`src/rtl/nrp_pkg.sv`:
```
// ----------------------------------------------------------------------------
// nrp_pkg
// shared types, character codes, field positions and limits of the parser
// ----------------------------------------------------------------------------
package nrp_pkg;

  // characters of the sentence
  localparam logic [7:0] CH_DOLLAR = 8'h24;
  localparam logic [7:0] CH_NL     = 8'h0A;
  localparam logic [7:0] CH_COMMA  = 8'h2C;
  localparam logic [7:0] CH_DOT    = 8'h2E;
  localparam logic [7:0] CH_MINUS  = 8'h2D;
  localparam logic [7:0] CH_PLUS   = 8'h2B;
  localparam logic [7:0] CH_ZERO   = 8'h30;
  localparam logic [7:0] CH_NINE   = 8'h39;
  localparam logic [7:0] CH_N      = 8'h4E;
  localparam logic [7:0] CH_S      = 8'h53;
  localparam logic [7:0] CH_E      = 8'h45;
  localparam logic [7:0] CH_W      = 8'h57;
  localparam logic [7:0] CH_A      = 8'h41;

  // field positions within the sentence
  localparam logic [3:0] FLD_TIME    = 4'd1;
  localparam logic [3:0] FLD_STATUS  = 4'd2;
  localparam logic [3:0] FLD_LAT     = 4'd3;
  localparam logic [3:0] FLD_LAT_DIR = 4'd4;
  localparam logic [3:0] FLD_LON     = 4'd5;
  localparam logic [3:0] FLD_LON_DIR = 4'd6;
  localparam logic [3:0] POS_MAX     = 4'd15;
  localparam logic [3:0] FLD_MAX     = 4'd15;

  // number accumulation
  localparam logic [2:0]  FRACTION_DIGITS = 3'd4;
  localparam logic [16:0] INT_SAT         = 17'd131071;
  localparam logic [6:0]  SAT_REM         = 7'd71;
  localparam logic [30:0] SAT_DEG_MICRO   = 31'd1310000000;

  localparam logic [31:0] LAT_LIMIT = 32'd90000000;
  localparam logic [31:0] LON_LIMIT = 32'd180000000;

  localparam logic [3:0] SLOT_EMPTY = 4'd15;
  localparam int unsigned TIME_SLOTS = 10;

  // per-request control from the front end to the datapath units
  typedef struct packed {
    logic       fire;     // request is processed this cycle
    logic       clr_sent; // '$' or line end
    logic       clr_num;  // '$', line end or comma
    logic       num_en;   // other character inside a coordinate field
    logic       time_en;  // other character inside the time field
    logic [7:0] ch;
    logic [3:0] pos;
  } nrp_step_t;

  // unsigned coordinate magnitude before clamping, and its sign
  typedef struct packed {
    logic [31:0] mag;
    logic        neg;
  } nrp_coord_t;

  // 10^k = 60*m + s, for the weight of a fraction digit
  typedef struct packed {
    logic [10:0] m;
    logic [5:0]  s;
  } nrp_frac_t;

  function automatic nrp_frac_t frac_const(input logic [2:0] k);
    nrp_frac_t f;
    case (k)
      3'd5:    f = '{m: 11'd1666, s: 6'd40};
      3'd4:    f = '{m: 11'd166,  s: 6'd40};
      3'd3:    f = '{m: 11'd16,   s: 6'd40};
      3'd2:    f = '{m: 11'd1,    s: 6'd40};
      3'd1:    f = '{m: 11'd0,    s: 6'd10};
      3'd0:    f = '{m: 11'd0,    s: 6'd1};
      default: f = '{m: 11'd0,    s: 6'd0};
    endcase
    return f;
  endfunction

endpackage

```
`src/rtl/nrp_number.sv`:
```
// ----------------------------------------------------------------------------
// nrp_number
// decimal coordinate accumulator, kept as degrees*1e6 plus minutes/60 quotient
// ----------------------------------------------------------------------------
module nrp_number #(
  parameter logic [2:0] FRACTION_DIGITS = nrp_pkg::FRACTION_DIGITS
) (
  input  logic                clk,
  input  logic                rst_n,
  input  nrp_pkg::nrp_step_t  step,
  output nrp_pkg::nrp_coord_t coord
);

  logic [16:0] int_r, int_nxt;
  logic [6:0]  rem_r, rem_nxt;     // integer part mod 100
  logic [30:0] deg_r, deg_nxt;     // (integer part / 100) * 1e6
  logic [20:0] quo_r, quo_nxt;     // floor(minutes * 1e6 / 60) so far
  logic [5:0]  res_r, res_nxt;     // remainder of that division
  logic [2:0]  fc_r, fc_nxt;
  logic        frac_r, frac_nxt;
  logic        stop_r, stop_nxt;
  logic        neg_r, neg_nxt;

  logic              is_digit;
  logic [3:0]        dig;
  nrp_pkg::nrp_frac_t fk;
  logic [8:0]        ds;
  logic [2:0]        qd;
  logic [5:0]        rd;
  logic [14:0]       qa;
  logic [6:0]        rsum;
  logic              carry;
  logic [20:0]       n_int;
  logic              sat;
  logic [3:0]        tens, ones;
  logic [6:0]        rem_i, rem_use;
  logic [34:0]       deg_i;
  logic [7:0]        t2;
  logic [6:0]        f3;
  logic [1:0]        m3;

  assign is_digit = (step.ch >= nrp_pkg::CH_ZERO) && (step.ch <= nrp_pkg::CH_NINE);
  assign dig      = 4'(step.ch - nrp_pkg::CH_ZERO);

  // fraction digit weight 10^(5-c), split over 60
  assign fk    = nrp_pkg::frac_const(3'd5 - fc_r);
  assign ds    = 9'(dig) * 9'(fk.s);
  assign qd    = 3'((19'(ds) * 19'd1093) >> 16);
  assign rd    = 6'(ds - 9'(qd) * 9'd60);
  assign qa    = 15'(dig) * 15'(fk.m) + 15'(qd);
  assign rsum  = 7'(res_r) + 7'(rd);
  assign carry = (rsum >= 7'd60);

  // integer digit: track mod 100 and the degree part separately
  assign n_int   = 21'(int_r) * 21'd10 + 21'(dig);
  assign sat     = (n_int > 21'(nrp_pkg::INT_SAT));
  assign tens    = 4'((15'(rem_r) * 15'd205) >> 11);
  assign ones    = 4'(rem_r - 7'(tens) * 7'd10);
  assign rem_i   = 7'(ones) * 7'd10 + 7'(dig);
  assign deg_i   = 35'(deg_r) * 35'd10 + 35'(tens) * 35'd1000000;
  assign rem_use = sat ? nrp_pkg::SAT_REM : rem_i;
  // rem * 1e6 / 60 = rem * 16666 + floor(2 rem / 3)
  assign t2      = 8'(rem_use) * 8'd2;
  assign f3      = 7'((16'(t2) * 16'd171) >> 9);
  assign m3      = 2'(t2 - 8'(f3) * 8'd3);

  always_comb begin
    int_nxt  = int_r;
    rem_nxt  = rem_r;
    deg_nxt  = deg_r;
    quo_nxt  = quo_r;
    res_nxt  = res_r;
    fc_nxt   = fc_r;
    frac_nxt = frac_r;
    stop_nxt = stop_r;
    neg_nxt  = neg_r;
    if (step.fire && step.clr_num) begin
      int_nxt  = '0;
      rem_nxt  = '0;
      deg_nxt  = '0;
      quo_nxt  = '0;
      res_nxt  = '0;
      fc_nxt   = '0;
      frac_nxt = 1'b0;
      stop_nxt = 1'b0;
      neg_nxt  = 1'b0;
    end else if (step.fire && step.num_en && !stop_r) begin
      if (is_digit) begin
        if (frac_r) begin
          if (fc_r < FRACTION_DIGITS) begin
            fc_nxt  = fc_r + 3'd1;
            res_nxt = carry ? 6'(rsum - 7'd60) : 6'(rsum);
            quo_nxt = quo_r + 21'(qa) + 21'(carry);
          end
        end else begin
          int_nxt = sat ? nrp_pkg::INT_SAT : n_int[16:0];
          rem_nxt = rem_use;
          deg_nxt = sat ? nrp_pkg::SAT_DEG_MICRO : deg_i[30:0];
          quo_nxt = 21'(rem_use) * 21'd16666 + 21'(f3);
          res_nxt = 6'(m3) * 6'd20;
        end
      end else if (step.ch == nrp_pkg::CH_DOT) begin
        if (frac_r) begin
          stop_nxt = 1'b1;
        end else begin
          frac_nxt = 1'b1;
        end
      end else if (step.pos == '0 && step.ch == nrp_pkg::CH_MINUS) begin
        neg_nxt = 1'b1;
      end else if (step.pos == '0 && step.ch == nrp_pkg::CH_PLUS) begin
        neg_nxt = neg_r;
      end else begin
        stop_nxt = 1'b1;
      end
    end
  end

  always_ff @(posedge clk) begin
    if (!rst_n) begin
      int_r  <= '0;
      rem_r  <= '0;
      deg_r  <= '0;
      quo_r  <= '0;
      res_r  <= '0;
      fc_r   <= '0;
      frac_r <= 1'b0;
      stop_r <= 1'b0;
      neg_r  <= 1'b0;
    end else begin
      int_r  <= int_nxt;
      rem_r  <= rem_nxt;
      deg_r  <= deg_nxt;
      quo_r  <= quo_nxt;
      res_r  <= res_nxt;
      fc_r   <= fc_nxt;
      frac_r <= frac_nxt;
      stop_r <= stop_nxt;
      neg_r  <= neg_nxt;
    end
  end

  assign coord.mag = {1'b0, deg_r} + 32'(quo_r);
  assign coord.neg = neg_r;

endmodule

```
`src/rtl/nrp_time.sv`:
```
// ----------------------------------------------------------------------------
// nrp_time
// time field digit slots and their decoded hour, minute, second and milli
// ----------------------------------------------------------------------------
module nrp_time (
  input  logic               clk,
  input  logic               rst_n,
  input  nrp_pkg::nrp_step_t step,
  output logic [6:0]         hour,
  output logic [6:0]         minute,
  output logic [6:0]         second,
  output logic [13:0]        milli
);

  logic [3:0] slot_r [nrp_pkg::TIME_SLOTS];
  logic [3:0] slot_idx;
  logic       slot_hit;
  logic [3:0] slot_val;
  logic [13:0] m2, m3;

  // positions 0-5 and 7-10 map to slots, the point at 6 is skipped
  always_comb begin
    slot_hit = 1'b0;
    slot_idx = '0;
    if (step.pos <= 4'd5) begin
      slot_hit = 1'b1;
      slot_idx = step.pos;
    end else if (step.pos >= 4'd7 && step.pos <= 4'd10) begin
      slot_hit = 1'b1;
      slot_idx = step.pos - 4'd1;
    end
  end

  assign slot_val = ((step.ch >= nrp_pkg::CH_ZERO) && (step.ch <= nrp_pkg::CH_NINE)) ?
                    4'(step.ch - nrp_pkg::CH_ZERO) : nrp_pkg::SLOT_EMPTY;

  always_ff @(posedge clk) begin
    if (!rst_n) begin
      for (int i = 0; i < nrp_pkg::TIME_SLOTS; i++) slot_r[i] <= '0;
    end else if (step.fire && step.clr_sent) begin
      for (int i = 0; i < nrp_pkg::TIME_SLOTS; i++) slot_r[i] <= nrp_pkg::SLOT_EMPTY;
    end else if (step.fire && step.time_en && slot_hit) begin
      slot_r[slot_idx] <= slot_val;
    end
  end

  // reading stops at the first empty slot
  function automatic logic [6:0] pair_val(input logic [3:0] a, input logic [3:0] b);
    logic [6:0] v;
    if (a > 4'd9) begin
      v = '0;
    end else if (b > 4'd9) begin
      v = 7'(a);
    end else begin
      v = 7'(a) * 7'd10 + 7'(b);
    end
    return v;
  endfunction

  assign hour   = pair_val(slot_r[0], slot_r[1]);
  assign minute = pair_val(slot_r[2], slot_r[3]);
  assign second = pair_val(slot_r[4], slot_r[5]);

  assign m2 = 14'(pair_val(slot_r[6], slot_r[7]));
  assign m3 = m2 * 14'd10 + 14'(slot_r[8]);

  always_comb begin
    if (slot_r[6] > 4'd9 || slot_r[7] > 4'd9 || slot_r[8] > 4'd9) begin
      milli = m2;
    end else if (slot_r[9] > 4'd9) begin
      milli = m3;
    end else begin
      milli = m3 * 14'd10 + 14'(slot_r[9]);
    end
  end

endmodule

```
`src/rtl/nmea_rmc_position_parser.sv`:
```
// ----------------------------------------------------------------------------
// nmea_rmc_position_parser
// a line end passes the input register, then the result register, before its
// result shows on out_; a stalled, full result register holds it in between
// throughput: one character per cycle; a stalled output holds back only a
// line end, every other character keeps flowing through the parse stage
// reset (synchronous, rst_n low) clears all parse state; time digits read 0
// ----------------------------------------------------------------------------
module nmea_rmc_position_parser #(
  parameter logic [2:0] FRACTION_DIGITS = nrp_pkg::FRACTION_DIGITS
) (
  input  logic               clk,
  input  logic               rst_n,
  input  logic               in_valid,
  output logic               in_stall,
  input  logic [7:0]         in_rx_byte,
  output logic               out_valid,
  input  logic               out_stall,
  output logic signed [27:0] out_latitude_micro,
  output logic signed [28:0] out_longitude_micro,
  output logic [6:0]         out_utc_hour,
  output logic [6:0]         out_utc_minute,
  output logic [6:0]         out_utc_second,
  output logic [13:0]        out_utc_milli,
  output logic               out_fix_active
);

  // input register
  logic       s1_valid_r, s1_valid_nxt;
  logic [7:0] s1_byte_r;

  // sentence position
  logic [3:0] field_r, field_nxt;
  logic [3:0] pos_r, pos_nxt;

  // coordinate holds and status
  logic signed [27:0] lat_hold_r, lat_hold_nxt;
  logic signed [28:0] lon_hold_r, lon_hold_nxt;
  logic               fix_r, fix_nxt;

  // result register
  logic               out_valid_r, out_valid_nxt;
  logic signed [27:0] lat_out_r;
  logic signed [28:0] lon_out_r;
  logic [6:0]         hour_out_r, minute_out_r, second_out_r;
  logic [13:0]        milli_out_r;
  logic               fix_out_r;

  logic is_dollar, is_nl, is_comma, is_other, fire, pos_zero;
  nrp_pkg::nrp_step_t  step;
  nrp_pkg::nrp_coord_t coord;

  logic [26:0]        lat_mag;
  logic [27:0]        lon_mag;
  logic signed [27:0] lat_coord, lat_emit;
  logic signed [28:0] lon_coord, lon_emit;
  logic [6:0]         t_hour, t_minute, t_second;
  logic [13:0]        t_milli;

  // character classes of the request sitting in the input register
  assign is_dollar = (s1_byte_r == nrp_pkg::CH_DOLLAR);
  assign is_nl     = (s1_byte_r == nrp_pkg::CH_NL);
  assign is_comma  = (s1_byte_r == nrp_pkg::CH_COMMA);
  assign is_other  = !(is_dollar || is_nl || is_comma);
  assign pos_zero  = (pos_r == '0);

  // only a line end needs the result register, and only while it is full and stalled
  assign fire     = s1_valid_r && !(is_nl && out_valid_r && out_stall);
  assign in_stall = s1_valid_r && !fire;

  assign step.fire     = fire;
  assign step.clr_sent = is_dollar || is_nl;
  assign step.clr_num  = is_dollar || is_nl || is_comma;
  assign step.num_en   = is_other && (field_r == nrp_pkg::FLD_LAT || field_r == nrp_pkg::FLD_LON);
  assign step.time_en  = is_other && (field_r == nrp_pkg::FLD_TIME);
  assign step.ch       = s1_byte_r;
  assign step.pos      = pos_r;

  nrp_number #(
    .FRACTION_DIGITS (FRACTION_DIGITS)
  ) u_number (
    .clk   (clk),
    .rst_n (rst_n),
    .step  (step),
    .coord (coord)
  );

  nrp_time u_time (
    .clk    (clk),
    .rst_n  (rst_n),
    .step   (step),
    .hour   (t_hour),
    .minute (t_minute),
    .second (t_second),
    .milli  (t_milli)
  );

  // clamp the accumulated magnitude and apply the number's own sign
  assign lat_mag   = (coord.mag > nrp_pkg::LAT_LIMIT) ? 27'(nrp_pkg::LAT_LIMIT) : coord.mag[26:0];
  assign lon_mag   = (coord.mag > nrp_pkg::LON_LIMIT) ? 28'(nrp_pkg::LON_LIMIT) : coord.mag[27:0];
  assign lat_coord = coord.neg ? -$signed({1'b0, lat_mag}) : $signed({1'b0, lat_mag});
  assign lon_coord = coord.neg ? -$signed({1'b0, lon_mag}) : $signed({1'b0, lon_mag});

  // a line end right at the start of a direction field drops that coordinate
  assign lat_emit = (field_r == nrp_pkg::FLD_LAT_DIR && pos_zero) ? '0 : lat_hold_r;
  assign lon_emit = (field_r == nrp_pkg::FLD_LON_DIR && pos_zero) ? '0 : lon_hold_r;

  always_comb begin
    field_nxt    = field_r;
    pos_nxt      = pos_r;
    lat_hold_nxt = lat_hold_r;
    lon_hold_nxt = lon_hold_r;
    fix_nxt      = fix_r;
    if (fire) begin
      if (is_dollar || is_nl) begin
        // new sentence
        field_nxt    = '0;
        pos_nxt      = '0;
        lat_hold_nxt = '0;
        lon_hold_nxt = '0;
        fix_nxt      = 1'b0;
      end else if (is_comma) begin
        // close the current field
        field_nxt = (field_r == nrp_pkg::FLD_MAX) ? field_r : field_r + 4'd1;
        pos_nxt   = '0;
        case (field_r)
          nrp_pkg::FLD_LAT:     lat_hold_nxt = lat_coord;
          nrp_pkg::FLD_LAT_DIR: if (pos_zero) lat_hold_nxt = '0;
          nrp_pkg::FLD_LON:     lon_hold_nxt = lon_coord;
          nrp_pkg::FLD_LON_DIR: if (pos_zero) lon_hold_nxt = '0;
          default:              field_nxt = field_nxt;
        endcase
      end else begin
        pos_nxt = (pos_r == nrp_pkg::POS_MAX) ? pos_r : pos_r + 4'd1;
        if (pos_zero) begin
          // first character of status or direction fields
          case (field_r)
            nrp_pkg::FLD_STATUS: fix_nxt = (s1_byte_r == nrp_pkg::CH_A);
            nrp_pkg::FLD_LAT_DIR: begin
              if (s1_byte_r == nrp_pkg::CH_S) begin
                lat_hold_nxt = -lat_hold_r;
              end else if (s1_byte_r != nrp_pkg::CH_N) begin
                lat_hold_nxt = '0;
              end
            end
            nrp_pkg::FLD_LON_DIR: begin
              if (s1_byte_r == nrp_pkg::CH_W) begin
                lon_hold_nxt = -lon_hold_r;
              end else if (s1_byte_r != nrp_pkg::CH_E) begin
                lon_hold_nxt = '0;
              end
            end
            default: fix_nxt = fix_r;
          endcase
        end
      end
    end
  end

  // input register takes a request whenever the parse stage is free
  always_comb begin
    s1_valid_nxt = s1_valid_r;
    if (!in_stall) begin
      s1_valid_nxt = in_valid;
    end
  end

  always_comb begin
    out_valid_nxt = out_valid_r;
    if (fire && is_nl) begin
      out_valid_nxt = 1'b1;
    end else if (!out_stall) begin
      out_valid_nxt = 1'b0;
    end
  end

  always_ff @(posedge clk) begin
    if (!rst_n) begin
      s1_valid_r  <= 1'b0;
      field_r     <= '0;
      pos_r       <= '0;
      lat_hold_r  <= '0;
      lon_hold_r  <= '0;
      fix_r       <= 1'b0;
      out_valid_r <= 1'b0;
    end else begin
      s1_valid_r  <= s1_valid_nxt;
      field_r     <= field_nxt;
      pos_r       <= pos_nxt;
      lat_hold_r  <= lat_hold_nxt;
      lon_hold_r  <= lon_hold_nxt;
      fix_r       <= fix_nxt;
      out_valid_r <= out_valid_nxt;
    end
  end

  // payload registers, no reset needed
  always_ff @(posedge clk) begin
    if (!in_stall && in_valid) begin
      s1_byte_r <= in_rx_byte;
    end
    if (fire && is_nl) begin
      lat_out_r    <= lat_emit;
      lon_out_r    <= lon_emit;
      hour_out_r   <= t_hour;
      minute_out_r <= t_minute;
      second_out_r <= t_second;
      milli_out_r  <= t_milli;
      fix_out_r    <= fix_r;
    end
  end

  assign out_valid           = out_valid_r;
  assign out_latitude_micro  = lat_out_r;
  assign out_longitude_micro = lon_out_r;
  assign out_utc_hour        = hour_out_r;
  assign out_utc_minute      = minute_out_r;
  assign out_utc_second      = second_out_r;
  assign out_utc_milli       = milli_out_r;
  assign out_fix_active      = fix_out_r;

  // a processed line end always presents a result on the next cycle
  a_nl_gives_result: assert property (@(posedge clk) disable iff (!rst_n)
    (fire && is_nl) |=> out_valid_r)
    else $error("line end did not produce a result");

  // sentence restart returns to the first field
  a_restart_clears: assert property (@(posedge clk) disable iff (!rst_n)
    (fire && (is_dollar || is_nl)) |=> (field_r == '0 && pos_r == '0 && !fix_r))
    else $error("sentence restart left position state");

  // held coordinates never leave their clamp range
  a_lat_range: assert property (@(posedge clk) disable iff (!rst_n)
    (lat_hold_r <= $signed(28'(nrp_pkg::LAT_LIMIT)) &&
     lat_hold_r >= -$signed(28'(nrp_pkg::LAT_LIMIT))))
    else $error("latitude hold out of range");

  a_lon_range: assert property (@(posedge clk) disable iff (!rst_n)
    (lon_hold_r <= $signed(29'(nrp_pkg::LON_LIMIT)) &&
     lon_hold_r >= -$signed(29'(nrp_pkg::LON_LIMIT))))
    else $error("longitude hold out of range");

endmodule

```
`config.mk`:
```
export PLATFORM = sky130hd
export DESIGN_NAME = nmea_rmc_position_parser
export DESIGN_NICKNAME = d
export VERILOG_FILES = /design/src/rtl/nrp_pkg.sv /design/src/rtl/nrp_number.sv /design/src/rtl/nrp_time.sv /design/src/rtl/nmea_rmc_position_parser.sv
export SDC_FILE = /design/constraint.sdc
export NUM_CORES = 1
export LEC_CHECK = 0
export CORE_MARGIN = 2
export CORE_UTILIZATION = 60
export CTS_CLUSTER_SIZE = 12
export DETAILED_ROUTE_END_ITERATION = 10
export DONT_BUFFER_PORTS = 1
export PLACE_DENSITY_LB_ADDON = 0.05
export REMOVE_ABC_BUFFERS = 1
export SLEW_MARGIN = 10
export SYNTH_ARGS = -nofsm -noshare
export SYNTH_HDL_FRONTEND = slang
export SYNTH_HIERARCHICAL = 1
export SYNTH_SLANG_ARGS = --single-unit
```
`constraint.sdc`:
```
create_clock -name clk -period 26.1 [get_ports clk]
set_input_delay 5.22 -clock clk [delete_from_list [all_inputs] [get_ports clk]]
set_output_delay 5.22 -clock clk [all_outputs]
set_load 0.01 [all_outputs]
```
==> flow_summary.ini, run 1 <==
[run_status]
outcome = finished, final reports clean

[final_layout]
diodes = 0
nNetsFinal = 3906
utilization_pct = 64.2
area_delta_synth_final_pct = 6.10
final_common_cell = ha_1
layout-drive-gt1-share_pct = 5.07
final_cell_mix = 422 x ha_1, 274 x o21ai_0, 246 x inv_1

[cts]
hold_buffers = 0
cts_buffers = 37
cts.sinks = 289
cts_max_level = 2
cts_tree = built
post_cts_resized = 0
root_buffer = clkbuf_16
cts_buffer_depth = 3
cts_setup_buffers = 0
clk_transition_reported_paths_ns = 0.06
insertion_delay_ns = 0.57

[placed_design]
io_buffers = 0
routabilityCongestion = 0.947
dp_hpwl_um = 57800

[routing]
dr_total_vias = 25600
via_per_inst = 6.25
wl_um = 76100
firstDrtPassIters = 8
drt-initial-drc-count = 1795
ant_nets = 0
wl_per_cell_um = 18.6
drc_errors = 0

[yosys]
synth.distinct_cells = 118
synth_flop_cell = dfxtp_1
async_flop_share_pct = 0
synth-warning-count = 6
synth_edf_count = 141
yosysSeqAreaShare_pct = 24.4
syn_inst = 3474
syn_area_mm2 = 0.0295
syn_area_per_cell_um2 = 8.49
ys_ff_latch = 289

[critical_path]
cpPeakStageDelay_ns = 0.75
path_common_cell = ha_1
arrival_ns = 13.45
cp-end-kind = flop
crit_type = reg2reg
critical-path-slowest-cell = xor2_1
critPathRequiredTime_ns = 26.57
cp_max_fo = 17
worstSetupStartpointType = flop

[timing]
finalSetupViolCount = 0
slew_headroom_pct = 15.5
tightest_slew_ns = 1.26
rsz0062_at_grt = false
finClkSkew_ns = 0.0269
fin_setup_tns_ns = 0
hold_viol_final = 0
slew_viol_final = 0
finalCriticalPeriod_ns = 12.98
fmax_ghz = 0.0770
fin_crit_sh_pct = 49.7

[grt]
grt_antenna_before_repair = 0
grt_pass1_vias = 24500
grtUsageTotal_pct = 29.8
grt_pass1_wl_um = 125000
grt_max_degree = 71
grt.overflow.total = 0

[power_and_ir_drop]
clkPwrFrac_pct = 37.3
p_seq_share_pct = 32.9
powerDensity_mw_per_mm2 = 47.2
p_leak_nw = 14.2
p_sw_share_pct = 31.3
power.switching_mw = 0.461
worst_ir_drop_vdd_uv = 71.8
p_comb_share_pct = 29.7
p_int_mw = 1.01

[floorplan]
start_util_pct = 60.5
io_pins = 107
rows = 81
die_w_um = 226
dieHeight_um = 226
fp.coreArea_mm2 = 0.0487
die-area_mm2 = 0.0509

[run]
maxCapViolCount = 0

[hold_path]
hp-class = reg2reg
Yosys cell counts (8+ instances only):
library cell | count | area share, %
a22oi_1 | 20 | 0.51
a211oi_1 | 31 | 0.79
nand2b_1 | 48 | 1.0
nor2_1 | 249 | 3.2
inv_1 | 246 | 3.1
a31oi_1 | 41 | 0.87
nor4_1 | 42 | 0.89
o21a_1 | 41 | 1.0
o31a_1 | 12 | 0.36
a21oi_1 | 241 | 4.1
o21ai_0 | 275 | 4.7
fa_1 | 68 | 4.6
or3_1 | 45 | 0.95
edfxtp_1 | 141 | 14
a211o_1 | 8 | 0.24
o22ai_1 | 14 | 0.30
o21ai_1 | 15 | 0.25
o32ai_1 | 9 | 0.27
dfxtp_1 | 148 | 10
nand2_1 | 238 | 3.0
nor3_1 | 95 | 1.6
nand3_1 | 96 | 1.6
ha_1 | 422 | 18
nand4_1 | 19 | 0.40
a21o_1 | 54 | 1.4
or4_1 | 17 | 0.43
clkbuf_1 | 111 | 1.4
mux2i_1 | 37 | 1.3
and2_1 | 18 | 0.38
xor2_1 | 73 | 2.2
o31ai_1 | 22 | 0.56
nor2b_1 | 87 | 1.8
buf_2 | 15 | 0.25
and3_1 | 48 | 1.0
nor3b_1 | 20 | 0.51
or2_2 | 16 | 0.34
a21boi_0 | 17 | 0.43
o211ai_1 | 28 | 0.71
xnor2_1 | 140 | 4.2
sequential cells by signal, summed over array words and instances (netlist names), 8 cells and up:
signal               cells
out_utc_milli           14
lon_hold_r              29
out_longitude_micro     29
u_number/deg_r          25
u_time/slot_r           40
lat_hold_r              28
s1_byte_r                8
u_number/quo_r          21
out_latitude_micro      28
u_number/int_r          17
layout make-up:
| class | count | area [um2] |
|---|---|---|
| clock buffer | 46 | 1010 |
| clock inverter | 21 | 289 |
| fill | 4182 | 17500 |
| inverter | 247 | 927 |
| multi-input combinational | 2798 | 20800 |
| sequential | 289 | 7200 |
| tap | 664 | 831 |
| timing repair buffer | 31 | 233 |
power by group through the flow:
stage          clock [mW]  combinational [mW]  sequential [mW]
3_5_place_dp            0               0.432            0.495
3_3_place_gp            0               0.413            0.495
4_1_cts             0.560               0.437            0.486
5_1_grt             0.577               0.494            0.486
2_1_floorplan           0               0.340            0.495
6_report            0.551               0.439            0.486
cells by family (layout without fill, tap and decap cells):
kind of cell / after synthesis / count (layout) / synth area share, %
and+or+nand+nor: 1109 / 1109 / 19.7
adders and majority gates: 491 / 491 / 22.6
other: 1 / 1 / 0.0127
AOI/OAI and AO/OA: 939 / 939 / 20.2
muxes: 43 / 43 / 1.50
buffers and inverters: 387 / 345 / 5.19
xor gates and xnor gates: 215 / 215 / 6.44
DFF: 289 / 289 / 24.4
metal layers:
layer  part of all wire, %  vias up  global-route usage [%]
met5                     0        -                       0
met4                   3.3        0                    10.5
met3                   4.9      146                    3.45
met2                    47      744                    50.1
met1                    45    12200                    39.5
li1                      -    12500                       -
critical path, delay by kind of cell (launching register included):
kind,cells,cell delay (ns)
compound gates,20,4.41
fa+ha+maj,13,4.30
xor+xnor,6,1.83
simple gates,11,1.56
flops,1,0.52
buf+inv,4,0.24
worst paths after layout:
kind,from,end,slack [ns],depth (start not counted)
setup / recovery,u_number/fc_r[2],u_number/quo_r[20],13.12,54
hold / removal,fix_r,out_fix_active,0.46,0
setup reg to reg,u_number/fc_r[2],u_number/quo_r[20],13.12,54
hold reg to reg,fix_r,out_fix_active,0.46,0
through the flow:
stage | cell area, um2 | cells | power, mW | setup WS [ns] | hold WS [ns]
global route | 31300 | 4096 | 1.56 | 12.08 | 0.473
floorplan | 28900 | 3334 | 0.836 | 14.42 | 0.408
CTS | 31300 | 4096 | 1.48 | 13.18 | 0.451
finish | 31300 | 4096 | 1.48 | 13.12 | 0.458
global placement | 30000 | 4029 | 0.908 | 13.59 | 0.437
detailed placement | 30000 | 4029 | 0.927 | 13.27 | 0.438
No activity file was read; power rests on OpenSTA's default activity.
==> run 2: changes to the inputs <==
==> constraint.sdc (replaced) <==
create_clock -name clk -period 11.75 [get_ports clk]
set_input_delay 2.35 -clock clk [delete_from_list [all_inputs] [get_ports clk]]
set_output_delay 2.35 -clock clk [all_outputs]
set_load 0.01 [all_outputs]
==> run 2 against run 1 <==
  * Hold slack better by 0.0033 ns
  * Clock-buffer cell count unchanged
  * Clock skew is 0.0070 ns lower
  * Largest cell class unchanged
  * Register-to-register slack worse by 13 ns
  * Die area is the same
  * Global-route usage about the same
  * Clock power grew 110%
==> flow_summary.ini, run 2 (synthesized netlist as in run 1, its figures left out) <==
[critical_path]
rr_startpoint = u_number/rem_r[6]
critical-path-slowest-cell = fa_1
cp_max_fo = 3
rrSetupSlack_ns = 0.54
cpPeakStageDelay_ns = 0.50
crit_type = reg2reg
worstSetupStartpointType = flop
worstRegToRegCells = 53
cp-end-kind = flop
r2r_end = u_number/quo_r[20]
path_common_cell = ha_1
critPathRequiredTime_ns = 12.17
arrival_ns = 11.63

[placed_design]
dp_hpwl_um = 58400
routabilityCongestion = 0.940
io_buffers = 0

[routing]
drc_errors = 0
wl_per_cell_um = 18.5
wl_um = 76400
drt-initial-drc-count = 2020
via_per_inst = 6.25
ant_nets = 0
firstDrtPassIters = 6
dr_total_vias = 25800

[floorplan]
dieHeight_um = 226
die-area_mm2 = 0.0509
fp.coreArea_mm2 = 0.0487
rows = 81
die_w_um = 226
io_pins = 107
start_util_pct = 60.5

[cts]
cts_buffer_depth = 3
cts_buffers = 36
root_buffer = clkbuf_16
cts.sinks = 289
hold_buffers = 0
cts_tree = built
cts_max_level = 2
clk_transition_reported_paths_ns = 0.06
insertion_delay_ns = 0.55

[final_layout]
layout-drive-gt1-share_pct = 7.41
final_cell_mix = 415 x ha_1, 266 x o21ai_0, 244 x inv_1
largest_reg_flops = 40
area_delta_synth_final_pct = 7.56
nNetsFinal = 3945
top_register = u_time/slot_r
diodes = 0
final_common_cell = ha_1

[power_and_ir_drop]
p_sw_share_pct = 31.9
p_int_mw = 2.22
clkPwrFrac_pct = 35.3
p_comb_share_pct = 31.5
p_leak_nw = 14.4
worst_ir_drop_vdd_uv = 171
power.switching_mw = 1.04
p_seq_share_pct = 33.2
powerDensity_mw_per_mm2 = 103

[hold_path]
holdPathStages = 2
hp-class = reg2reg
holdPathEnd = u_number/stop_r
worstHoldStart = u_number/stop_r

[run_status]
outcome = finished, final reports clean

[grt]
grt_pass1_wl_um = 125000
grt_antenna_before_repair = 1
grt_pass1_vias = 24500
grt_max_degree = 76
grtUsageTotal_pct = 29.8
grt.overflow.total = 0

[run]
maxCapViolCount = 0

[timing]
hold_viol_final = 0
slew_headroom_pct = 16.7
fmax_ghz = 0.0892
fin_crit_sh_pct = 95.4
hold_slack_ns = 0.461
tightest_slew_ns = 1.25
fin_setup_tns_ns = 0
slew_viol_final = 0
finClkSkew_ns = 0.0198
finalCriticalPeriod_ns = 11.21
finalSetupViolCount = 0
run 2: cell count changes in the layout (fill, tap and decap cells not counted), sizes merged:
cell | before | now
clkinv | 12 | 10
bufinv | 7 | 5
buf | 31 | 71
run 2: per-layer routing:
metal	vias up	track usage, %	part of all wire, %
met5	-	0	0
met4	0	10.9	3.8
met3	166	3.80	5.4
met2	798	49.5	47
met1	12300	39.7	44
li1	12600	-	-
run 2: critical path: cells and delay by family, from the launching register on:
family / cells / cell delay (ns)
AO/OA/AOI/OAI: 16 / 2.83
XOR/XNOR: 5 / 0.88
adder cells (fa/ha/maj): 15 / 5.12
buffers and inverters: 8 / 0.58
flip-flops: 1 / 0.32
AND/OR/NAND/NOR: 9 / 1.38
run 2: final cells by class:
| cell class | count | area [um2] |
|---|---|---|
| Clock inverter | 17 | 239 |
| Clock buffer | 46 | 968 |
| Tap cell | 664 | 831 |
| Fill cell | 4127 | 17000 |
| Timing Repair Buffer | 71 | 533 |
| Sequential cell | 289 | 7200 |
| Inverter | 247 | 927 |
| Multi-Input combinational cell | 2798 | 21000 |
run 2: how the worst max path moves through the flow:
| stage | to | slack, ns | depth (start not counted) | startpoint |
|---|---|---|---|---|
| final | u_number/quo_r[20] | 0.54 | 53 | u_number/rem_r[6] |
| after global routing | u_number/quo_r[19] | -0.11 | 55 | u_number/rem_r[6] |
| after CTS | u_number/quo_r[18] | 0.002 | 52 | u_number/rem_r[4] |
| after floorplan | u_number/quo_r[19] | 0.07 | 54 | u_number/rem_r[4] |
| after global placement | u_number/quo_r[19] | 0.07 | 54 | u_number/rem_r[4] |
| after detailed placement | u_number/quo_r[19] | -0.16 | 54 | u_number/rem_r[4] |
run 2: stage by stage:
stage | instance area (um2) | setup WS, ns | power, mW | instances | util [%]
floorplan | 28900 | 0.0661 | 1.86 | 3334 | -
global placement | 30200 | 0.0704 | 2.03 | 4059 | 62.0
detailed placement | 30200 | -0.156 | 2.07 | 4059 | 62.0
CTS | 31400 | 0.00195 | 3.23 | 4122 | 64.5
global route | 31700 | -0.114 | 3.44 | 4132 | 65.1
finish | 31700 | 0.536 | 3.26 | 4132 | 65.1
run 2: repair_timing:
action                     CTS  global route
setup endpoints to repair    7            14
resized for setup            6            53
pin swaps                    0            39
setup buffers                0            10
run 2: power by group through the flow:
stage	Clock (mW)	Combinational (mW)	Sequential, mW
6_report	1.15	1.03	1.08
3_3_place_gp	0	0.924	1.10
3_5_place_dp	0	0.964	1.10
2_1_floorplan	0	0.756	1.10
4_1_cts	1.17	0.976	1.08
5_1_grt	1.21	1.15	1.08
